File: config.mk
export PLATFORM = sky130hd
export DESIGN_NAME = tspq_ram
export DESIGN_NICKNAME = d
export VERILOG_FILES = /design/src/design/tspq_ram.sv
export SDC_FILE = /design/constraint.sdc
export NUM_CORES = 1
export LEC_CHECK = 0
export BUFFER_PORTS_ARGS = -buffer_cell sky130_fd_sc_hd__clkbuf_2
export CAP_MARGIN = 20
export CELL_PAD_IN_SITES_DETAIL_PLACEMENT = 2
export CELL_PAD_IN_SITES_GLOBAL_PLACEMENT = 2
export CORE_MARGIN = 4
export CORE_UTILIZATION = 39
export CTS_CLUSTER_SIZE = 40
export DETAILED_ROUTE_END_ITERATION = 8
export PLACE_DENSITY_LB_ADDON = 0.08
export REMOVE_ABC_BUFFERS = 1
export SLEW_MARGIN = 10
export SYNTH_ARGS = -nofsm -noshare
export SYNTH_HDL_FRONTEND = slang
export SYNTH_SLANG_ARGS = --single-unit
File: constraint.sdc
create_clock -name clk_i -period 2 [get_ports clk_i]
set_input_delay 0.4 -clock clk_i [delete_from_list [all_inputs] [get_ports clk_i]]
set_output_delay 0.4 -clock clk_i [all_outputs]
set_load 0.02 [all_outputs]
File: src/design/tspq_ram.sv
`timescale 1ns / 1ps
`default_nettype none
// ----------------------------------------------------------------------------
// tspq_ram
// Generic RAM: one write port, one read port, registered read data.
// ----------------------------------------------------------------------------
module tspq_ram #(
  parameter int Width = 8,
  parameter int Depth = 2
) (
  input  wire logic                     clk_i,
  input  wire logic                     we_i,
  input  wire logic [$clog2(Depth)-1:0] waddr_i,
  input  wire logic [Width-1:0]         wdata_i,
  input  wire logic [$clog2(Depth)-1:0] raddr_i,
  output logic [Width-1:0]              rdata_o
);

  logic [Width-1:0] mem_q [Depth];

  always_ff @(posedge clk_i) begin
    if (we_i) begin
      mem_q[waddr_i] <= wdata_i;
    end
    rdata_o <= mem_q[raddr_i];
  end

endmodule
`default_nettype wire

**Yosys cells after proc, flatten, opt, wreduce, memory -nomap -nowiden**

Memories as Yosys holds them, arrays and structs flattened. A register that Yosys moved wholly into a read port is not among the register bits.
Index checks and enable logic that the tools add are counted.

- Bits of input ports: 12
- Output and inout port bits: 8
- Register bits: 0
- Bits in read-only memories: 0
- Bits in latches: 0
- RAM bits: 16
- Memories: 1
- Word-level logic and storage cells: 3

- Bitwise logic cells: 0
- $lt $le $gt $ge: 0
- Divide/modulo/power cells: 0
- Shift-type cells: 0
- Mux-type cells: 2
- Multipliers: 0
- Eq/ne operators: 0
- Add/subtract/negate cells: 0
- Reduce and logical (&&, ||, !) cells: 0

Memories:

| memory | words | bits a word | read ports | clocked after memory_dff | write ports | RTL line | RTL |
|---|---|---|---|---|---|---|---|
| mem_q | 2 | 8 | 1 | 1 | 1 | 19 | `logic [Width-1:0] mem_q [Depth];` |

Operators with widths:

| operator | count |
|---|---|
| two-way mux 1 bit | 2 |

**Logic depth before layout (Yosys ltp)**

- Depth after elaboration: 2
- Gate-level depth with buffers: 2
- Gate-level depth less buffers: 1

**Worst setup path after synthesis**

No wires, ideal clock.

- Path kind: input port to flip-flop
- From: in we_i
- To: mem mem_q[0][0], enable pin
- Path slack: 0.807 ns
- Cell stages on the path: 1
- Setup time: 0.373 ns
- Path buffers: 0
- Data required time: 1.627 ns
- Data arrival time: 0.820 ns
- Cells stage by stage: nor2b_1

- Word-level cells in the longest chain between the ends: 2

RTL lines:

| element | RTL line | RTL |
|---|---|---|
| from (decl) | 12 | `input wire logic we_i,` |
| two-way mux 1 bit | 22 | `if (we_i) begin` |
| two-way mux 1 bit (implied by the code) | 23 | `mem_q[waddr_i] <= wdata_i;` |
| to (decl) | 19 |  |

Every way passes these cells.

**Worst setup path after layout**

- From: reg rdata_o[3] (read register of mem_q)
- To: out rdata_o[3]

RTL lines:

| element | RTL line | RTL |
|---|---|---|
| from (decl) | 16 | `output logic [Width-1:0] rdata_o` |

No word-level cell between the ends.

==> run_results.csv <==
group,metric,value,unit
outcome,outcome,"complete, no violations",
layout,drive_above_1_share,0.534,
setup_path,path_cells,"clkbuf_2",
yosys,avgSynthCellArea,22.4,um2
grt,grtUsageMet1,0.0982,
route,first_pass_iters,1,
grt,grt.overflow.total,0,
timing,hold_violations,0,
grt,grt_pass1_vias,434,
setup_path,crit_cells,1,
floorplanning,die-area,2790,um2
grt,grt_usage,0.110,
grt,grt_max_degree,14,
clock_network,cts_hold_repair.buffers,0,
timing,relSlewSlack,0.722,
yosys,synth_warnings,0,
timing,rsz0062_at_grt,"false",
timing,worst_pin_slew,0.417,ns
timing,post-route-period-util,0.611,
setup_path,reg2reg_from,"mem_q[0][2]",
route,num_vias,368,
clock_network,cts_resized,0,
clock_network,postCtsSetupRepairBufs,0,
setup_path,slowest_delay,0.34,ns
floorplanning,core,1820,um2
timing,drv_slew,0,
grt,grt_util_met3,0.0254,
clock_network,clk-insertion-delay-late,0.30,ns
setup_path,worstReg2RegEnd,"rdata_o[2]",
timing,period_minus_slack,1.22,ns
clock_network,clock_path_buffers,2,
setup_path,cp-start-kind,"flop",
yosys,syn_inst,35,
yosys,synth_cell_types,6,
route,avgRoutedWirePerCell,15.5,um
layout,syn_to_final_growth,19.0,%
timing,fmax,818,MHz
setup_path,r2r_slack,1.22,ns
timing,finalSetupViolations,0,
grt,grt_antenna_before_repair,0,
setup_path,crit_required,1.60,ns
placement,io_buffers,19,
layout,final-instance-count-excl-fill,83,
worst_hold_path,min_path_type,"input pin to flop",
placement,dp.cells,79,
timing,skew,0.0162,ns
setup_path,cp_top_family,"flip-flops",
placement,post-place-ws,0.627,ns
route,drt_iter0_markers,0,
clock_network,clk_pin_slew,0.13,ns
pwr,peakVddDrop,0.000601,V
grt,grt_pass1_wl,2060,um
clock_network,htreeDepth,1,
route,post_drt_via_cell_ratio,4.43,
floorplanning,io_pins,20,
yosys,ys_ff_latch,24,
setup_path,cp.arrival,0.82,ns
setup_path,cp-endpoint,"rdata_o[3]",
placement,place_congestion,0.639,
route,drt-total-wl,1290,um
route,ant_nets,0,
clock_network,root_buffer,"clkbuf_4",
floorplanning,initial_core_util,0.431,
timing,worst_slack,0.777,ns
clock_network,cts_buffers,3,
grt,busiest_layer,"met2",
flow_run,max-cap-violations,0,
pwr,power_density,931,nW/um2
setup_path,cp_max_fo,1,
yosys,yosysSeqAreaShare,0.817,
clock_network,clock_sinks,24,
setup_path,worst-path-buf-inv,1,
floorplanning,die_y,52.9,um
setup_path,path_class,"flop to output port",
setup_path,cp-startpoint,"rdata_o[3]",
layout,nets,71,
layout,layout_commonest_cell,"clkbuf_2",
setup_path,critPathSlowestCell,"dfxtp_1",
pwr,p_leak,0.387,nW
floorplanning,core.rowCount,15,
layout,fillCellCount,178,
setup_path,cp-end-kind,"output port",
grt,met2_usage,0.231,
floorplanning,die_w,52.9,um
clock_network,tritoncts,"done",
yosys,netlist_area,785,um2
timing,fin_tns_setup,0,ns
layout,layout_common_cells,"clkbuf_2 (19), edfxtp_1 (16), mux2_4 (8), dfxtp_1 (8), clkbuf_4 (3)",
layout,diodes,0,
setup_path,r2r_cells,1,
route,drc,0,
-- stage by stage --
step | total power, mW | hold slack, ns | cell area [um2] | utilization
after floorplan | 0.635 | 0.452 | 773 | -
after global placement | 0.671 | 0.457 | 907 | 0.498
after detailed placement | 0.678 | 0.464 | 907 | 0.498
after CTS | 0.885 | 0.272 | 933 | 0.513
after global routing | 0.926 | 0.242 | 933 | 0.513
final | 0.869 | 0.280 | 933 | 0.513
-- kinds of logic (layout without fill, tap and decap cells) --
logic type             count (synthesis)  after routing  synth area share
flip-flops                            24             24             0.817
buffers and inverters                  1             24            0.0144
multiplexers                           8              8             0.153
AND/OR/NAND/NOR                        2              2            0.0160
-- synthesized netlist by cell type, drive strengths merged --
cell type   n  area [um2]
mux2        8         120
buf         1        11.3
nor2b       1        6.26
edfxtp     16         480
and2        1        6.26
dfxtp       8         160
-- state kept, by name, indices dropped and copies added (netlist names) --
signal	cells
rdata_o	8
mem_q	16
-- cell type report --
| cell class | count | area [um2] | area share |
|---|---|---|---|
| multi-input combinational | 10 | 133 | 0.142 |
| clock buffer | 4 | 26.3 | 0.0282 |
| timing repair buffer | 20 | 103 | 0.110 |
| sequential | 24 | 641 | 0.686 |
| tap | 25 | 31.3 | 0.0335 |
-- worst min path at each step --
stage                            from     endpoint  slack (ns)  cells after the start
after detailed placement  mem_q[0][0]   rdata_o[0]        0.46                      1
after floorplan           mem_q[1][0]   rdata_o[0]        0.45                      1
after global placement    mem_q[1][6]   rdata_o[6]        0.46                      1
after CTS                  wdata_i[4]  mem_q[1][4]        0.27                      1
final                      wdata_i[3]  mem_q[1][3]        0.28                      1
after global routing       wdata_i[3]  mem_q[1][3]        0.24                      1
-- power breakdown --
part	internal, mW	switching, mW
sequential	0.568	0.00999
clock	0.0775	0.128
combinational	0.0408	0.0447
-- metal layers --
metal  part of all wire  routed length [um]
met4                  0                   0
met2               0.62                 795
met3              0.035                  45
met1               0.35                 450
met5                  0                   0
Note: power is estimated with default switching activity, not from simulation.
