===== src/design/tspq_pkg.sv =====
`timescale 1ns / 1ps
`default_nettype none
// ----------------------------------------------------------------------------
// tspq_pkg
// Shared types and defaults of the tagged stable priority queue.
// ----------------------------------------------------------------------------
package tspq_pkg;

  localparam int TspqCapacity     = 64;
  localparam int TspqIdBits       = 16;
  localparam int TspqPriorityBits = 8;
  localparam int TspqHandleBits   = 32;

  typedef enum logic [1:0] {
    ACT_POST   = 2'd0,
    ACT_CLEAR  = 2'd1,
    ACT_PEEK   = 2'd2,
    ACT_LOOKUP = 2'd3
  } action_e;

  typedef enum logic [1:0] {
    STAT_OK   = 2'd0,
    STAT_FULL = 2'd1,
    STAT_MISS = 2'd2
  } status_e;

  typedef enum logic [3:0] {
    S_IDLE,
    S_ALLOC_RD,
    S_ALLOC_CMP,
    S_POS_RD,
    S_POS_CMP,
    S_INS_RD,
    S_INS_WR,
    S_INS_PUT,
    S_FIND_RD,
    S_FIND_CMP,
    S_DEL_RD,
    S_DEL_WR,
    S_PEEK_RD,
    S_PEEK_CMP,
    S_DONE
  } state_e;

  typedef struct packed {
    action_e     action;
    logic [7:0]  req_priority;
    logic [15:0] req_id;
    logic [31:0] req_text_handle;
    logic [31:0] req_image_handle;
  } in_item_t;

  typedef struct packed {
    status_e     status;
    logic        note_valid;
    logic [15:0] note_id;
    logic [31:0] note_text_handle;
    logic [31:0] note_image_handle;
    logic        board_empty;
  } out_item_t;

  typedef struct packed {
    logic      busy;
    logic      done;
    out_item_t res;
  } ctrl_stat_t;

endpackage
`default_nettype wire


===== src/design/tspq_ctrl.sv =====
`timescale 1ns / 1ps
`default_nettype none
// ----------------------------------------------------------------------------
// tspq_ctrl
// Sequencer: id allocation, ordered insert, search and removal over the RAM.
// ----------------------------------------------------------------------------
module tspq_ctrl #(
  parameter int CAPACITY      = 64,
  parameter int ID_BITS       = 16,
  parameter int PRIORITY_BITS = 8,
  parameter int HANDLE_BITS   = 32
) (
  input  wire logic                    clk_i,
  input  wire logic                    rst_ni,
  input  wire logic                    in_valid_i,
  input  wire tspq_pkg::in_item_t      in_i,
  input  wire logic                    out_free_i,
  output logic                         ram_we_o,
  output logic [$clog2(CAPACITY)-1:0]  ram_waddr_o,
  output logic [ID_BITS+PRIORITY_BITS+2*HANDLE_BITS-1:0] ram_wdata_o,
  output logic [$clog2(CAPACITY)-1:0]  ram_raddr_o,
  input  wire logic [ID_BITS+PRIORITY_BITS+2*HANDLE_BITS-1:0] ram_rdata_i,
  output tspq_pkg::ctrl_stat_t         stat_o
);
  import tspq_pkg::*;

  localparam int AW      = $clog2(CAPACITY);
  localparam int CW      = $clog2(CAPACITY + 1);
  localparam int EW      = ID_BITS + PRIORITY_BITS + 2 * HANDLE_BITS;
  localparam int IdSpace = 1 << ID_BITS;
  localparam int PrioMax = (1 << PRIORITY_BITS) - 1;

  state_e                   state_q, state_d;
  in_item_t                 item_q, item_d;
  logic [CW-1:0]            idx_q, idx_d;
  logic [CW-1:0]            pos_q, pos_d;
  logic [CW-1:0]            count_q, count_d;
  logic [ID_BITS-1:0]       cand_q, cand_d;
  logic [ID_BITS-1:0]       last_q, last_d;
  out_item_t                res_q, res_d;

  logic [ID_BITS-1:0]       rd_id;
  logic [PRIORITY_BITS-1:0] rd_prio;
  logic [HANDLE_BITS-1:0]   rd_text, rd_image;
  logic [PRIORITY_BITS-1:0] new_prio;
  logic                     accept, full, at_end, hit;
  logic [CW-1:0]            idx_inc, idx_dec;

  assign rd_id    = ram_rdata_i[EW-1 -: ID_BITS];
  assign rd_prio  = ram_rdata_i[2*HANDLE_BITS +: PRIORITY_BITS];
  assign rd_text  = ram_rdata_i[HANDLE_BITS +: HANDLE_BITS];
  assign rd_image = ram_rdata_i[0 +: HANDLE_BITS];

  assign new_prio = (32'(item_q.req_priority) > PrioMax) ? PRIORITY_BITS'(PrioMax)
                                                          : PRIORITY_BITS'(item_q.req_priority);
  assign accept  = in_valid_i && (state_q == S_IDLE);
  assign full    = (32'(count_q) >= CAPACITY) || (32'(count_q) >= IdSpace);
  assign at_end  = (idx_q == count_q);
  assign hit     = (16'(rd_id) == item_q.req_id);
  assign idx_inc = idx_q + 1'b1;
  assign idx_dec = idx_q - 1'b1;

  // next state
  always_comb begin
    state_d = state_q;
    case (state_q)
      S_IDLE: begin
        if (in_valid_i) begin
          case (in_i.action)
            ACT_POST:   state_d = full ? S_DONE : S_ALLOC_RD;
            ACT_PEEK:   state_d = (count_q == '0) ? S_DONE : S_PEEK_RD;
            default:    state_d = S_FIND_RD;
          endcase
        end
      end
      S_ALLOC_RD:  state_d = at_end ? S_POS_RD : S_ALLOC_CMP;
      S_ALLOC_CMP: state_d = S_ALLOC_RD;
      S_POS_RD:    state_d = at_end ? S_INS_RD : S_POS_CMP;
      S_POS_CMP:   state_d = (rd_prio <= new_prio) ? S_POS_RD : S_INS_RD;
      S_INS_RD:    state_d = (idx_q == pos_q) ? S_INS_PUT : S_INS_WR;
      S_INS_WR:    state_d = S_INS_RD;
      S_INS_PUT:   state_d = S_DONE;
      S_FIND_RD:   state_d = at_end ? S_DONE : S_FIND_CMP;
      S_FIND_CMP: begin
        if (!hit) begin
          state_d = S_FIND_RD;
        end else if (item_q.action == ACT_CLEAR) begin
          state_d = S_DEL_RD;
        end else begin
          state_d = S_DONE;
        end
      end
      S_DEL_RD:    state_d = (idx_inc == count_q) ? S_DONE : S_DEL_WR;
      S_DEL_WR:    state_d = S_DEL_RD;
      S_PEEK_RD:   state_d = S_PEEK_CMP;
      S_PEEK_CMP:  state_d = S_DONE;
      S_DONE:      state_d = out_free_i ? S_IDLE : S_DONE;
      default:     state_d = S_IDLE;
    endcase
  end

  // datapath and outputs
  always_comb begin
    item_d      = item_q;
    idx_d       = idx_q;
    pos_d       = pos_q;
    count_d     = count_q;
    cand_d      = cand_q;
    last_d      = last_q;
    res_d       = res_q;
    ram_we_o    = 1'b0;
    ram_waddr_o = idx_q[AW-1:0];
    ram_wdata_o = ram_rdata_i;
    ram_raddr_o = idx_q[AW-1:0];
    stat_o.busy = (state_q != S_IDLE);
    stat_o.done = 1'b0;
    stat_o.res  = res_q;
    case (state_q)
      S_IDLE: begin
        if (accept) begin
          item_d = in_i;
          idx_d  = '0;
          cand_d = last_q + 1'b1;
          res_d  = '{status: STAT_MISS, note_valid: 1'b0, note_id: '0,
                     note_text_handle: '0, note_image_handle: '0,
                     board_empty: (count_q == '0)};
          if (in_i.action == ACT_POST && full) begin
            res_d.status = STAT_FULL;
          end
        end
      end
      S_ALLOC_RD: begin
        if (at_end) begin
          last_d = cand_q;
          idx_d  = '0;
        end
      end
      S_ALLOC_CMP: begin
        if (rd_id == cand_q) begin
          cand_d = cand_q + 1'b1;
          idx_d  = '0;
        end else begin
          idx_d = idx_inc;
        end
      end
      S_POS_RD: begin
        if (at_end) begin
          pos_d = idx_q;
          idx_d = count_q;
        end
      end
      S_POS_CMP: begin
        if (rd_prio <= new_prio) begin
          idx_d = idx_inc;
        end else begin
          pos_d = idx_q;
          idx_d = count_q;
        end
      end
      S_INS_RD: begin
        ram_raddr_o = idx_dec[AW-1:0];
      end
      S_INS_WR: begin
        ram_we_o = 1'b1;
        idx_d    = idx_dec;
      end
      S_INS_PUT: begin
        ram_we_o    = 1'b1;
        ram_waddr_o = pos_q[AW-1:0];
        ram_wdata_o = {cand_q, new_prio, HANDLE_BITS'(item_q.req_text_handle),
                       HANDLE_BITS'(item_q.req_image_handle)};
        count_d     = count_q + 1'b1;
        res_d = '{status: STAT_OK, note_valid: 1'b1, note_id: 16'(cand_q),
                  note_text_handle: 32'(HANDLE_BITS'(item_q.req_text_handle)),
                  note_image_handle: 32'(HANDLE_BITS'(item_q.req_image_handle)),
                  board_empty: 1'b0};
      end
      S_FIND_CMP: begin
        if (hit) begin
          res_d = '{status: STAT_OK, note_valid: 1'b1, note_id: 16'(rd_id),
                    note_text_handle: 32'(rd_text), note_image_handle: 32'(rd_image),
                    board_empty: 1'b0};
        end else begin
          idx_d = idx_inc;
        end
      end
      S_DEL_RD: begin
        ram_raddr_o = idx_inc[AW-1:0];
        if (idx_inc == count_q) begin
          count_d           = count_q - 1'b1;
          res_d.board_empty = (count_q == CW'(1));
        end
      end
      S_DEL_WR: begin
        ram_we_o = 1'b1;
        idx_d    = idx_inc;
      end
      S_PEEK_RD: begin
        ram_raddr_o = '0;
      end
      S_PEEK_CMP: begin
        res_d = '{status: STAT_OK, note_valid: 1'b1, note_id: 16'(rd_id),
                  note_text_handle: 32'(rd_text), note_image_handle: 32'(rd_image),
                  board_empty: 1'b0};
      end
      S_DONE: begin
        stat_o.done = out_free_i;
      end
      default: ;
    endcase
  end

  always_ff @(posedge clk_i or negedge rst_ni) begin
    if (!rst_ni) begin
      state_q <= S_IDLE;
      count_q <= '0;
      last_q  <= '0;
    end else begin
      state_q <= state_d;
      count_q <= count_d;
      last_q  <= last_d;
    end
  end

  always_ff @(posedge clk_i) begin
    item_q <= item_d;
    idx_q  <= idx_d;
    pos_q  <= pos_d;
    cand_q <= cand_d;
    res_q  <= res_d;
  end

endmodule
`default_nettype wire


===== config.mk =====
export PLATFORM = sky130hd
export DESIGN_NAME = tspq_ctrl
export DESIGN_NICKNAME = d
export VERILOG_FILES = /design/src/design/tspq_pkg.sv /design/src/design/tspq_ctrl.sv
export SDC_FILE = /design/constraint.sdc
export NUM_CORES = 1
export LEC_CHECK = 0
export ABC_AREA = 1
export BUFFER_PORTS_ARGS = -buffer_cell sky130_fd_sc_hd__buf_2
export CORE_MARGIN = 5
export CORE_UTILIZATION = 30
export DETAILED_ROUTE_END_ITERATION = 12
export PLACE_DENSITY = 0.55
export REMOVE_ABC_BUFFERS = 1
export SLEW_MARGIN = 20
export SYNTH_ARGS = -nofsm -noshare
export SYNTH_HDL_FRONTEND = slang
export SYNTH_SLANG_ARGS = --single-unit

===== constraint.sdc =====
create_clock -name clk_i -period 12.7 [get_ports clk_i]
set_input_delay 2.54 -clock clk_i [delete_from_list [all_inputs] [get_ports clk_i]]
set_output_delay 2.54 -clock clk_i [all_outputs]
set_load 0.03 [all_outputs]

* Word-level counts from Yosys, hierarchy flattened
Cells that the tools add are included.
** Cells by class
- Add/sub/neg operators :: 6
- Magnitude comparators :: 2
- Eq/ne operators :: 31
- Mux-type cells :: 40
- Reductions and logical operators :: 22
** Operators with widths (count)
- $pmux W83 S4 :: 1
- $mux W84 :: 2
- $mux W88 :: 1
- $mux W7 :: 9
- $pmux W4 S14 :: 1
- $pmux W7 S8 :: 1
- $add A16 B1 Y16 const B :: 2
- $eq A16 B16 Y1 :: 2
- $mux W16 :: 2
- $pmux W16 S2 :: 1
- $eq A4 B4 Y1 const B :: 7
- $pmux W7 S2 :: 2
- $eq A7 B7 Y1 :: 3
- $ne A2 B2 Y1 const B :: 9
- $pmux W6 S3 :: 1
- $eq A4 B3 Y1 const B :: 4
- $mux W3 :: 5
- $add A7 B1 Y7 const B :: 2
- $sub A7 B1 Y7 const B :: 2
- $mux W4 :: 3
- $reduce_bool A4 Y1 :: 3
- $reduce_and A3 Y1 :: 3
- $eq A4 B2 Y1 const B :: 2
- $le A8 B8 Y1 :: 1
- 21 further kinds :: 32
** Word-level totals
- Register bits after elaboration :: 231
- Input bits :: 182
- Output and inout bits :: 187
- Logic and storage cells :: 118

* Longest topological paths before layout
- Depth in word-level cells :: 5
- Gate-level depth with buffers :: 14
- Mapped depth without buffers :: 13

* Worst setup path before layout
Ideal clock, no wire load.
- Path type :: in2reg
- From :: in ram_rdata_i[78]
- To :: reg res_q (netlist bit stat_o[10]) (enable)
- Library setup time :: 552 ps
- Arrival time :: 7168 ps
- Data required time :: 12148 ps
- Slack :: 4980 ps
- Stages :: 10
- Path buffers :: 0
- Cells stage by stage :: inv_1 > nand2_1 > nand2_1 > nor2_1 > nand2_1 > nor2_1 > nand2_1 > nand2_1 > nand2_1 > a21oi_1
** On the way
- Word-level cells in the longest chain between the ends :: 3
** Ends and longest elaborated chain
- from (decl) :: RTL line tspq_ctrl.sv:22 : input wire logic [ID_BITS+PRIORITY_BITS+2*HANDLE_BITS-1:0] ram_rdata_i,
- $eq A16 B16 Y1 :: RTL line tspq_ctrl.sv:59 : assign hit = (16'(rd_id) == item_q.req_id);
- $ne A2 B2 Y1 (no source line)
- $reduce_and A3 Y1 (no source line)
- to (signal assigned) :: RTL line tspq_ctrl.sv:230 : res_q <= res_d;
- to (decl) :: RTL line tspq_ctrl.sv:40 : out_item_t res_q, res_d;
Every way passes these cells.
A chain may end at the register's enable or synchronous reset.

* Worst setup path after layout
- From :: reg state_q[3]
- To :: out ram_wdata_o[52]
** On the way
- Word-level cells in the longest chain between the ends :: 2
** Ends and longest elaborated chain
- from (decl) :: RTL line tspq_ctrl.sv:33 : state_e state_q, state_d;
- from (signal assigned) :: RTL line tspq_ctrl.sv:219 : state_q <= state_d;
- $eq A4 B3 Y1 :: RTL line tspq_ctrl.sv:118 : case (state_q)
- $mux W88 :: RTL line tspq_ctrl.sv:118
- to (decl) :: RTL line tspq_ctrl.sv:20 : output logic [ID_BITS+PRIORITY_BITS+2*HANDLE_BITS-1:0] ram_wdata_o,
Every way passes these cells.

==> impl_metrics.toml <==
[status]
run_status = "finished clean"

[die]
die_y_um = 207.4
core_sq_um = 38560
placementRows = 72
die_area_sq_um = 43010
die_w_um = 207.4
initial_core_util_pct = 30.31
io_pins = 369

[sta]
drv_slew = 0
hold_viol = 0
fmax_mhz = 153.8
skew_ns = 0.01131
setup-tns-final_ns = 0
worst_slew_pin_slew_ns = 0.9584
min_period_ns = 6.503
maxSlewHeadroom_pct = 36.11
period_share_pct = 51.21
rsz0062_at_grt = "no"
setup-violations-final = 0

[clock_network]
clock_path_buffers = 3
post_cts_buffers = 0
hold_buffers = 0
cts-buffers-inserted = 27
htree_num_levels = 1
cts_tree = "built"
cts_root_buf = "clkbuf_16"
postCtsResizedCells = 0
path_clk_slew_ns = 0.06
clkSinkCount = 231
clk_latency_ns = 0.55

[critical_path]
max_stage_delay_ns = 0.78
critical_path.cell_chain = "nor2_1 > nand2_1 > inv_4 > buf_4 > nand2_1 > o21ai_0 > buf_2"
crit-reg2reg-launch = "state_q[3]"
rrSetupSlack_ns = 8.47
rr_worst_depth = 6
cp_slowest_cell = "inv_4"
cp.arrival_ns = 3.96
start_kind = "flop"
worstSetupPathType = "reg2out"
reg2reg_to = "stat_o[29]"
end_kind = "primary output"
crit_path_max_fanout = 95
cp.required_ns = 10.16
cpMostUsedCell = "nand2_1"

[routing]
routedWlPerCell_um = 18.49
drcViolationCount = 0
firstDrtPassIters = 5
ant_nets = 0
via_count = 10038
drt-initial-drc-count = 652
drt_wl_total_mm = 39.73
vias_per_cell = 4.671

[synth]
ys_seq_elements = 231
avgSynthCellArea_sq_um = 9.320
ys_seq_area_share_pct = 58.20
netlist_area_sq_um = 11690
post_synth_inst_count = 1254
synthDistinctLibCells = 39
yosys_warnings = 0

[final_layout]
nets = 1807
syn_to_final_growth_pct = 27.45
drive_above_1_share_pct = 27.85
fin_area_sq_um = 14900
fill_cells = 3941

[min_path]
min-delay-path-class = "reg2reg"
whs_path_depth = 2
hold_end = "last_q[14]"
holdCritStartpoint = "last_q[14]"

[place]
place.gp.congestion = 0.8728
io_buffers = 368
place_area_sq_um = 14000
hpwl_mm = 30.66

[grt]
grt_pass1_wl_mm = 59.89
gr-total-overflow = 0
grt_start_max_net_pins = 96
grt_usage_pct = 17.56
first_global_vias = 9669
antenna_found_initial = 3

[job]
maxCapViolations = 0

[power]
p_leak_uw = 0.006676
powerDensity_nw_per_um2 = 242.2
ir_worst_vdd_mv = 0.1011
## synthesized netlist by cell type (all sizes together)
library cell | n | area (sq um)
nor2 | 75 | 316.5
and3 | 1 | 6.260
o21ai | 218 | 1121
nand2 | 322 | 1226
nor4 | 3 | 18.77
nand3 | 39 | 200.2
ha | 14 | 175.2
xor2 | 40 | 350.3
edfxtp | 204 | 6126
nor3b | 1 | 7.510
o211ai | 1 | 7.510
a21oi | 24 | 120.1
nand3b | 2 | 15.01
or2 | 2 | 12.51
clkinv | 2 | 7.510
buf | 28 | 182.7
nand4 | 11 | 68.82
o21a | 2 | 15.01
clkbuf | 19 | 71.32
a32o | 1 | 10.01
a31oi | 2 | 12.51
o22ai | 4 | 25.02
o221ai | 4 | 35.03
inv | 180 | 678.2
xnor2 | 14 | 122.6
nor3 | 14 | 80.08
dfrtp | 27 | 675.7
## routing by layer
metal	routed length [um]	track usage [%]	vias to the layer above
li1	-	-	4871
met1	16600	22.32	4772
met2	19820	31.25	335
met3	2336	3.007	58
met4	957	4.241	2
met5	11	0	-
## worst max path at each step
stage          cells after the start       startpoint  slack (ns)              end
3_5_place_dp                       4  ram_rdata_i[86]        6.73  ram_wdata_o[86]
5_1_grt                            7       state_q[3]        5.82  ram_wdata_o[52]
2_1_floorplan                      5       state_q[3]        4.73       stat_o[10]
4_1_cts                            7       state_q[3]        6.15  ram_wdata_o[52]
6_report                           7       state_q[3]        6.20  ram_wdata_o[52]
3_3_place_gp                       4  ram_rdata_i[86]        6.72  ram_wdata_o[86]
## sequential cells by signal, indices dropped and copies added (netlist names)
signal    count
new_prio      8
stat_o       84
idx_q         7
pos_q         7
cand_q       16
state_q       4
last_q       16
count_q       7
item_q       82
## cell families after synthesis
group	after synthesis	synth area share [%]
AO/OA/AOI/OAI	256	11.52
XOR/XNOR	54	4.047
adder cells (fa/ha/maj)	14	1.499
buffers and inverters	229	8.040
flip-flops	231	58.20
AND/OR/NAND/NOR	470	16.70
## cells in the final DEF (no fill, tap or decap), types with 5 or more instances in the layout
cell,instances
o21ai_1,7
inv_1,172
nand2_1,317
clkinv_1,5
nand4_1,11
nand3_1,37
clkbuf_16,27
dfrtp_1,27
edfxtp_1,204
nor2_2,5
nor3_1,12
nor2_1,66
a21oi_1,23
o21ai_0,203
inv_2,6
clkinv_2,9
xnor2_1,14
buf_2,368
o21ai_2,8
xor2_1,40
ha_1,14
buf_4,7
## cell type report
| type | count | area [sq um] | area share, % |
|---|---|---|---|
| Tap cell | 518 | 648.1 | 4.351 |
| Sequential cell | 231 | 6802 | 45.66 |
| Antenna cell | 1 | 2.502 | 0.01680 |
| Clock inverter | 18 | 203.9 | 1.369 |
| Clock buffer | 30 | 686.9 | 4.612 |
| Timing Repair Buffer | 375 | 1894 | 12.72 |
| Inverter | 182 | 688.2 | 4.620 |
| Multi-Input combinational cell | 794 | 3970 | 26.65 |
## per-stage QoR
stage | setup WS, ns | power [uW] | util (%) | hold WS (ns) | std cells
final | 6.197 | 3608 | 38.63 | 0.4863 | 2149
after global routing | 5.817 | 3815 | 38.63 | 0.5186 | 2149
after CTS | 6.150 | 3656 | 38.61 | 0.4928 | 2148
after detailed placement | 6.732 | 2859 | 36.30 | 0.4775 | 2100
after global placement | 6.723 | 2853 | 36.30 | 0.4611 | 2100
after floorplan | 4.727 | 2344 | - | 0.4457 | 1207
## worst max-delay path: cells and delay by family, from the launching register on
kind | cells | cell delay [ns]
buffers and inverters | 3 | 1.81
AND/OR/NAND/NOR | 3 | 0.90
flip-flops | 1 | 0.45
AO/OA/AOI/OAI | 1 | 0.19
## power by group
| part | leakage, uW | total (uW) | internal (uW) | switching, uW |
|---|---|---|---|---|
| clock network | 0.000443 | 781 | 471 | 310 |
| registers | 0.00227 | 1330 | 1180 | 142 |
| logic | 0.00396 | 1500 | 378 | 1120 |
Note: power is estimated with default switching activity, not from simulation.
